### config.mk
export PLATFORM = sky130hd
export DESIGN_NAME = lfpc_mul
export DESIGN_NICKNAME = d
export VERILOG_FILES = /design/src/design/lfpc_pkg.sv /design/src/design/lfpc_mul.sv
export SDC_FILE = /design/constraint.sdc
export NUM_CORES = 2
export LEC_CHECK = 0
export BUFFER_PORTS_ARGS = -buffer_cell sky130_fd_sc_hd__buf_2
export CAP_MARGIN = 30
export CORE_AREA = 2 2 248 250
export DETAILED_ROUTE_END_ITERATION = 16
export DIE_AREA = 0 0 250 252
export PLACE_DENSITY = 0.76
export SLEW_MARGIN = 20
export SYNTH_ARGS = -nofsm -noshare
export SYNTH_HDL_FRONTEND = slang
export SYNTH_SLANG_ARGS = --single-unit
### constraint.sdc
create_clock -name clk -period 2.35 [get_ports clk]
set_input_delay 0.1175 -clock clk [delete_from_list [all_inputs] [get_ports clk]]
set_output_delay 0.1175 -clock clk [all_outputs]
set_load 0.01 [all_outputs]
### src/design/lfpc_pkg.sv
// Package for the light-frame pixel calibration block.
// Holds status codes, register indexes, fixed widths and the sideband type.
package lfpc_pkg;

	typedef enum logic [1:0] {
		ST_OK        = 2'd0,
		ST_BAD_INPUT = 2'd1,
		ST_BAD_FLAT  = 2'd2
	} status_t;

	typedef enum logic [2:0] {
		REG_IN_PED   = 3'd0,
		REG_OUT_PED  = 3'd1,
		REG_SCALE    = 3'd2,
		REG_NORM     = 3'd3,
		REG_MIN_FLAT = 3'd4,
		REG_HAS_BIAS = 3'd5,
		REG_CLAMP    = 3'd6
	} reg_idx_t;

	// Signal saturates to +-(2^38 - 1); its magnitude then fits 38 bits.
	localparam int MAG_W = 38;
	localparam logic [38:0] SIG_LIMIT = 39'h3F_FFFF_FFFF;
	localparam int NORM_W = 23;
	localparam int HALF_W = 19;
	localparam int PROD_W = MAG_W + NORM_W;
	localparam int CFG_W = 24;
	// Front 3 stages, multiply 2, divide PROD_W, output 1.
	localparam int LATENCY = 3 + 2 + PROD_W + 1;

	// Per-item sideband that rides along the pipeline.
	typedef struct packed {
		status_t status;
		logic    sign;
		logic    sig_sat;
	} side_t;

endpackage

### src/design/lfpc_mul.sv
// Magnitude times flat normalization in two partial products, two stages.
// Depends on lfpc_pkg.
module lfpc_mul #(
	parameter int SAMPLE_BITS = 24
) (
	input  logic                              clk,
	input  logic                              arst_n,
	input  logic                              in_valid,
	input  lfpc_pkg::side_t                   in_side,
	input  logic [lfpc_pkg::MAG_W-1:0]        in_mag,
	input  logic [SAMPLE_BITS-2:0]            in_flat,
	input  logic [lfpc_pkg::NORM_W-1:0]       flat_norm,
	output logic                              out_valid,
	output lfpc_pkg::side_t                   out_side,
	output logic [lfpc_pkg::PROD_W-1:0]       out_prod,
	output logic [SAMPLE_BITS-2:0]            out_flat
);

	localparam int PPW = lfpc_pkg::HALF_W + lfpc_pkg::NORM_W;

	logic                   valid_s4, valid_s5;
	lfpc_pkg::side_t        side_s4, side_s5;
	logic [PPW-1:0]         lo_s4, hi_s4;
	logic [SAMPLE_BITS-2:0] flat_s4, flat_s5;
	logic [lfpc_pkg::PROD_W-1:0] prod_s5;

	always_ff @(posedge clk or negedge arst_n) begin
		if (!arst_n) begin
			valid_s4 <= 1'b0;
			valid_s5 <= 1'b0;
		end else begin
			valid_s4 <= in_valid;
			valid_s5 <= valid_s4;
		end
	end

	// Stage 4: low and high halves times the normalization
	always_ff @(posedge clk) begin
		side_s4 <= in_side;
		flat_s4 <= in_flat;
		lo_s4 <= PPW'(in_mag[lfpc_pkg::HALF_W-1:0]) * PPW'(flat_norm);
		hi_s4 <= PPW'(in_mag[lfpc_pkg::MAG_W-1:lfpc_pkg::HALF_W]) * PPW'(flat_norm);
	end

	// Stage 5: combine partial products
	always_ff @(posedge clk) begin
		side_s5 <= side_s4;
		flat_s5 <= flat_s4;
		prod_s5 <= (lfpc_pkg::PROD_W'(hi_s4) << lfpc_pkg::HALF_W) + lfpc_pkg::PROD_W'(lo_s4);
	end

	assign out_valid = valid_s5;
	assign out_side = side_s5;
	assign out_prod = prod_s5;
	assign out_flat = flat_s5;

endmodule

---- Yosys cells after proc, flatten, opt, wreduce, memory -nomap -nowiden ----
Cells that the tools add are included.
word-level totals
  register bits after elaboration ......... 201
  input bits .............................. 91
  output and inout bits ................... 89
  logic and storage cells ................. 16
operators by class
  add/sub/neg operators ................... 1
  multipliers ............................. 2
operators by type and width
  operator                      count
  multiplier 19 x 23 -> 42 bit  2
  adder 61 x 42 -> 61 bit       1

---- Longest topological paths before layout ----
  depth after elaboration ................. 1
  gate-level depth with buffers ........... 24

---- Least setup slack after synthesis ----
No wires, ideal clock.
  kind .................................... input to register
  start ................................... in flat_norm[18] (netlist bit)
  end ..................................... reg hi_s4[38]
  library setup time ...................... 72 ps
  arrival time ............................ 5849 ps
  required time ........................... 2278 ps
  setup slack ............................. -3570 ps
  stages .................................. 23
  buffers on the path ..................... 3
  path through ............................ clkbuf_1 clkbuf_1 nand2_1 fa_1 inv_1 fa_1 inv_1 fa_1 inv_1 fa_1 fa_1 inv_1 fa_1 inv_1 ha_1 buf_6 a21o_1 o21bai_4 or4_1 o211a_2 a221oi_4 o221a_4 mux2i_1
on the way
  longest elaborated chain between the ends .. 1
RTL lines
  what                          RTL line        source
  start, declared               lfpc_mul.sv:12  input logic [lfpc_pkg::NORM_W-1:0] flat_norm,
  multiplier 19 x 23 -> 42 bit  lfpc_mul.sv:42  hi_s4 <= PPW'(in_mag[lfpc_pkg::MAG_W-1:lfpc_pkg::HALF_W]) * PPW'(flat_norm);
  end signal, assigned          lfpc_mul.sv:42
  end, declared                 lfpc_mul.sv:23  logic [PPW-1:0] lo_s4, hi_s4;
Every way passes these cells.

---- Final worst setup path ----
  start ................................... in flat_norm[8] (netlist bit)
  end ..................................... reg lo_s4[28]
on the way
  longest elaborated chain between the ends .. 1
RTL lines
  what                          RTL line        source
  multiplier 19 x 23 -> 42 bit  lfpc_mul.sv:41  lo_s4 <= PPW'(in_mag[lfpc_pkg::HALF_W-1:0]) * PPW'(flat_norm);
  end signal, assigned          lfpc_mul.sv:41
  end, declared                 lfpc_mul.sv:23
Every way passes these cells.

==> impl_results.html <==
<table>
<tr><th>Metric</th><th>Value</th></tr>
<tr><th colspan="2">Detailed routing</th></tr>
<tr><td>Post-DR vias/cell</td><td>5.556</td></tr>
<tr><td>Violation count after the first detailed-route iteration</td><td>2615</td></tr>
<tr><td>Number of search-and-repair iterations in the first detailed-routing pass</td><td>7</td></tr>
<tr><td>Vias after detailed routing</td><td>29490</td></tr>
<tr><td>Met1 Routed Length</td><td>38.17 mm</td></tr>
<tr><td>Met2 layer wire length in the routed design</td><td>53.34 mm</td></tr>
<tr><td>Post-route DRC violation count</td><td>0</td></tr>
<tr><td>Routed length per placed instance</td><td>20.72 µm</td></tr>
<tr><td>Post-detailed-route count of antenna-violating nets</td><td>0</td></tr>
<tr><td>Wire length after detailed routing</td><td>110.0 mm</td></tr>
<tr><td>Uppermost signal routing layer after detailed routing</td><td>met5</td></tr>
<tr><td>Met3 WL</td><td>10.32 mm</td></tr>
<tr><th colspan="2">Yosys</th></tr>
<tr><td>Number of enable flip-flop cells after synthesis</td><td>0</td></tr>
<tr><td>Synthesis-stage register bit count</td><td>201</td></tr>
<tr><td>Synthesized cell area</td><td>34530 µm²</td></tr>
<tr><td>Yosys Warn Count</td><td>0</td></tr>
<tr><td>Synthesized netlist net count</td><td>4921</td></tr>
<tr><td>Most common flop cell mapped by yosys</td><td>sky130_fd_sc_hd__dfxtp_1</td></tr>
<tr><td>Count of unique library cells instantiated by Yosys</td><td>72</td></tr>
<tr><td>Post-synthesis sequential area ratio</td><td>0.1168</td></tr>
<tr><td>Cells after Synth</td><td>3840</td></tr>
<tr><td>Share of synthesized flip-flops with an asynchronous set or reset</td><td>0.009950</td></tr>
<tr><td>Average footprint of a synthesized cell</td><td>8.993 µm²</td></tr>
<tr><th colspan="2">Setup path</th></tr>
<tr><td>Critical path start-end classification</td><td>in -&gt; reg</td></tr>
<tr><td>CP endpoint kind</td><td>flop</td></tr>
<tr><td>Slack of the worst reg-to-reg path</td><td>-0.12 ns</td></tr>
<tr><td>Crit-path max FO</td><td>8</td></tr>
<tr><td>Critical path startpoint category</td><td>input pin</td></tr>
<tr><td>Worst reg2reg startpoint</td><td>lo_s4[20]</td></tr>
<tr><td>Data arrival time of the critical path</td><td>5.99 ns</td></tr>
<tr><td>Worst setup startpoint</td><td>flat_norm[8]</td></tr>
<tr><td>Data required time of the critical path</td><td>2.77 ns</td></tr>
<tr><th colspan="2">Floorplan</th></tr>
<tr><td>Starting utilization of the core area</td><td>0.5743</td></tr>
<tr><td>Floorplan core area</td><td>60130 µm²</td></tr>
<tr><td>I/O pin count</td><td>180</td></tr>
<tr><td>Standard-cell row count</td><td>90</td></tr>
<tr><td>Overall die width</td><td>250 µm</td></tr>
<tr><td>Die area</td><td>63000 µm²</td></tr>
<tr><td>Die Y</td><td>252 µm</td></tr>
<tr><th colspan="2">Layout</th></tr>
<tr><td>Final Util</td><td>0.7670</td></tr>
<tr><td>Area overhead of the layout relative to synthesis</td><td>33.55%</td></tr>
<tr><td>Sequential cell area</td><td>4054 µm²</td></tr>
<tr><td>Area taken by multi-input logic gates</td><td>29250 µm²</td></tr>
<tr><td>Net count, final</td><td>5591</td></tr>
<tr><td>Ratio of cells with drive above 1 in the final layout</td><td>0.3123</td></tr>
<tr><td>Filler Cell Count</td><td>3631</td></tr>
<tr><th colspan="2">Run status</th></tr>
<tr><td>Violated checks</td><td>setup timing</td></tr>
<tr><td>Result of the run</td><td>complete, but fails checks</td></tr>
<tr><th colspan="2">Clock network</th></tr>
<tr><td># clock sinks</td><td>201</td></tr>
<tr><td>CTS tree</td><td>done</td></tr>
<tr><td>Clock latency reported for the late side of the worst-skew pair</td><td>0.53 ns</td></tr>
<tr><td>Bufs on Longest Clock Path</td><td>3</td></tr>
<tr><td>Cts bufs inserted</td><td>22</td></tr>
<tr><td>Clock-pin transition on the worst setup and hold timing paths</td><td>0.06 ns</td></tr>
<tr><td>Root Driver</td><td>sky130_fd_sc_hd__clkbuf_16</td></tr>
<tr><td>H-tree lvl count</td><td>1</td></tr>
<tr><th colspan="2">GRT</th></tr>
<tr><td>Maximum number of pins on one net before global-route repair</td><td>25</td></tr>
<tr><td>Global Route Usage Sum</td><td>0.3231</td></tr>
<tr><td>Via count of the first global-routing pass</td><td>31410</td></tr>
<tr><td>Number of antenna violations at the first check in global routing</td><td>4</td></tr>
<tr><td>Congestion Overflow GR</td><td>0</td></tr>
<tr><td>Wire length of the first global-routing pass</td><td>160.4 mm</td></tr>
<tr><th colspan="2">Min path</th></tr>
<tr><td>Class of the tightest hold or removal check</td><td>in -&gt; reg</td></tr>
<tr><td>Worst hold start</td><td>flat_norm[1]</td></tr>
<tr><th colspan="2">Place</th></tr>
<tr><td>Post-detailed-placement half-perimeter wirelength</td><td>74.02 mm</td></tr>
<tr><td>IO Port Bufs</td><td>179</td></tr>
<tr><td>Minimum setup slack after placement</td><td>-3.811 ns</td></tr>
<tr><td>Routability congestion estimate</td><td>0.9286</td></tr>
<tr><th colspan="2">STA</th></tr>
<tr><td>Final count of hold timing violations</td><td>0</td></tr>
<tr><td>Worst Hold Margin</td><td>0.05136 ns</td></tr>
<tr><td>Normalized max-slew margin</td><td>0.6056</td></tr>
<tr><td>Slew Limit Fails</td><td>0</td></tr>
<tr><td>Fin crit share</td><td>2.366</td></tr>
<tr><td>Worst-case clock skew</td><td>0.01477 ns</td></tr>
<tr><td>Unrepaired setup endpoints after global routing</td><td>yes</td></tr>
<tr><td>Post-route worst setup slack</td><td>-3.211 ns</td></tr>
<tr><td>Slew @ Worst Pin</td><td>0.5901 ns</td></tr>
<tr><td>Finish-stage setup viols</td><td>91</td></tr>
<tr><td>Clock period minus worst slack</td><td>5.561 ns</td></tr>
<tr><td>Timing-limited maximum frequency</td><td>179.8 MHz</td></tr>
<tr><th colspan="2">Run</th></tr>
<tr><td>MaxCap Viol Count</td><td>0</td></tr>
</table>
[Yosys cell counts, drive strengths merged, types with 14 or more instances]
| master | number | area share |
|---|---|---|
| dfxtp | 199 | 0.12 |
| a21oi | 100 | 0.014 |
| nand4 | 22 | 0.0040 |
| xnor2 | 74 | 0.019 |
| inv | 928 | 0.10 |
| nand3 | 21 | 0.0032 |
| ha | 277 | 0.10 |
| and2 | 431 | 0.078 |
| xor2 | 38 | 0.0096 |
| clkbuf | 183 | 0.020 |
| o21ai | 54 | 0.0078 |
| a21o | 47 | 0.010 |
| buf | 14 | 0.0019 |
| fa | 713 | 0.41 |
| nor2 | 51 | 0.0055 |
| nand2 | 528 | 0.057 |
[kinds of logic (layout without fill, tap and decap cells)]
kind of cell | count (synthesis) | in the layout | synth area share
AO/OA/AOI/OAI | 297 | 297 | 0.05804
adder cells (fa/ha/maj) | 990 | 990 | 0.5137
other | 0 | 1 | 0
flip-flops | 201 | 201 | 0.1168
AND/OR/NAND/NOR | 1113 | 1113 | 0.1598
XOR/XNOR | 112 | 112 | 0.02840
buffers and inverters | 1125 | 1810 | 0.1226
multiplexers | 2 | 2 | 0.0005797
[final cells by class]
cell class | instances | area share
clock buffer | 32 | 0.01384
multi-input combinational | 2514 | 0.6341
clock inverter | 7 | 0.001329
inverter | 928 | 0.07558
sequential | 201 | 0.08790
timing repair buffer | 843 | 0.1660
tap | 782 | 0.02121
antenna | 1 | 0.00005426
[placed cells by master, fill, tap and decap left out, types with 11 or more instances in the layout]
master	synthesis	routed
sky130_fd_sc_hd__and2_1	430	374
sky130_fd_sc_hd__and2_4	0	57
sky130_fd_sc_hd__nand3_1	20	13
sky130_fd_sc_hd__nand2_4	0	16
sky130_fd_sc_hd__o21ai_4	0	11
sky130_fd_sc_hd__a21oi_1	100	34
sky130_fd_sc_hd__dlygate4sd3_1	0	30
sky130_fd_sc_hd__nor2_1	51	36
sky130_fd_sc_hd__buf_2	1	131
sky130_fd_sc_hd__xor2_1	38	33
sky130_fd_sc_hd__nand2_1	528	481
sky130_fd_sc_hd__buf_8	0	23
sky130_fd_sc_hd__ha_1	277	204
sky130_fd_sc_hd__nand4_1	22	22
sky130_fd_sc_hd__o21ai_2	0	18
sky130_fd_sc_hd__buf_4	1	467
sky130_fd_sc_hd__xnor2_2	0	13
sky130_fd_sc_hd__buf_12	0	46
sky130_fd_sc_hd__nand2_2	0	31
sky130_fd_sc_hd__dfxtp_1	199	187
sky130_fd_sc_hd__clkbuf_16	0	30
sky130_fd_sc_hd__ha_4	0	72
sky130_fd_sc_hd__a21o_1	47	47
sky130_fd_sc_hd__a21oi_4	0	30
sky130_fd_sc_hd__inv_2	0	93
sky130_fd_sc_hd__buf_6	1	124
sky130_fd_sc_hd__xnor2_1	74	56
sky130_fd_sc_hd__inv_1	928	834
sky130_fd_sc_hd__a21oi_2	0	36
sky130_fd_sc_hd__fa_1	713	647
sky130_fd_sc_hd__fa_2	0	66
sky130_fd_sc_hd__o21ai_0	46	16
[worst max-delay path, cell delays in order]
cell and delay [ns]:
sky130_fd_sc_hd__buf_8 0.11, sky130_fd_sc_hd__buf_12 0.15, sky130_fd_sc_hd__buf_8 0.13, sky130_fd_sc_hd__and2_4 0.16
sky130_fd_sc_hd__fa_2 0.57, sky130_fd_sc_hd__fa_1 0.53, sky130_fd_sc_hd__inv_2 0.04, sky130_fd_sc_hd__fa_1 0.51
sky130_fd_sc_hd__inv_2 0.04, sky130_fd_sc_hd__fa_1 0.49, sky130_fd_sc_hd__inv_2 0.04, sky130_fd_sc_hd__fa_1 0.51
sky130_fd_sc_hd__fa_1 0.55, sky130_fd_sc_hd__inv_2 0.05, sky130_fd_sc_hd__ha_4 0.25, sky130_fd_sc_hd__buf_6 0.12
sky130_fd_sc_hd__a21oi_4 0.16, sky130_fd_sc_hd__o32ai_4 0.13, sky130_fd_sc_hd__a22oi_2 0.21, sky130_fd_sc_hd__buf_6 0.17
sky130_fd_sc_hd__buf_6 0.14, sky130_fd_sc_hd__o211ai_1 0.13, sky130_fd_sc_hd__a31o_2 0.24, sky130_fd_sc_hd__a21oi_2 0.19
sky130_fd_sc_hd__xnor2_2 0.18
[sequential cells by signal, indices dropped and copies added (netlist names)]
name and flops:
out_valid 1, flat_s4 23, lo_s4 42, hi_s4 42, out_side 4, out_prod 61
side_s4 4, valid_s4 1, out_flat 23
[final timing paths]
path | endpoint | depth (start not counted)
max | lo_s4[28] | 25
min | hi_s4[1] | 3
max reg2reg | out_prod[56] | 11
min reg2reg | out_side[0] | 0
max in group asynchronous | out_valid | 3
min in group asynchronous | valid_s4 | 3
[metal layers]
metal	track usage	up-vias
met5	0	-
met4	0.1644	6
met3	0.05447	543
met2	0.5570	1671
met1	0.3927	14670
li1	-	12600
[timing repair]
action	CTS	global route
setup endpoints to repair	99	97
setup buffers	78	86
resized for setup	564	381
hold buffers	30	0
hold endpoints to repair	30	0
cloned	8	8
pin swaps	257	295
[through the flow]
step,instances,setup TNS [ns],area [µm²]
floorplan,3840,-188.07,35300
finish,5308,-190.73,46120
detailed placement,5088,-246.25,39910
global placement,5088,-240.06,39910
global route,5307,-200.89,46120
CTS,5234,-174.85,44090
Power is not shown: default switching activity piles up to over one toggle a cycle in this logic, so the estimate is an artifact.
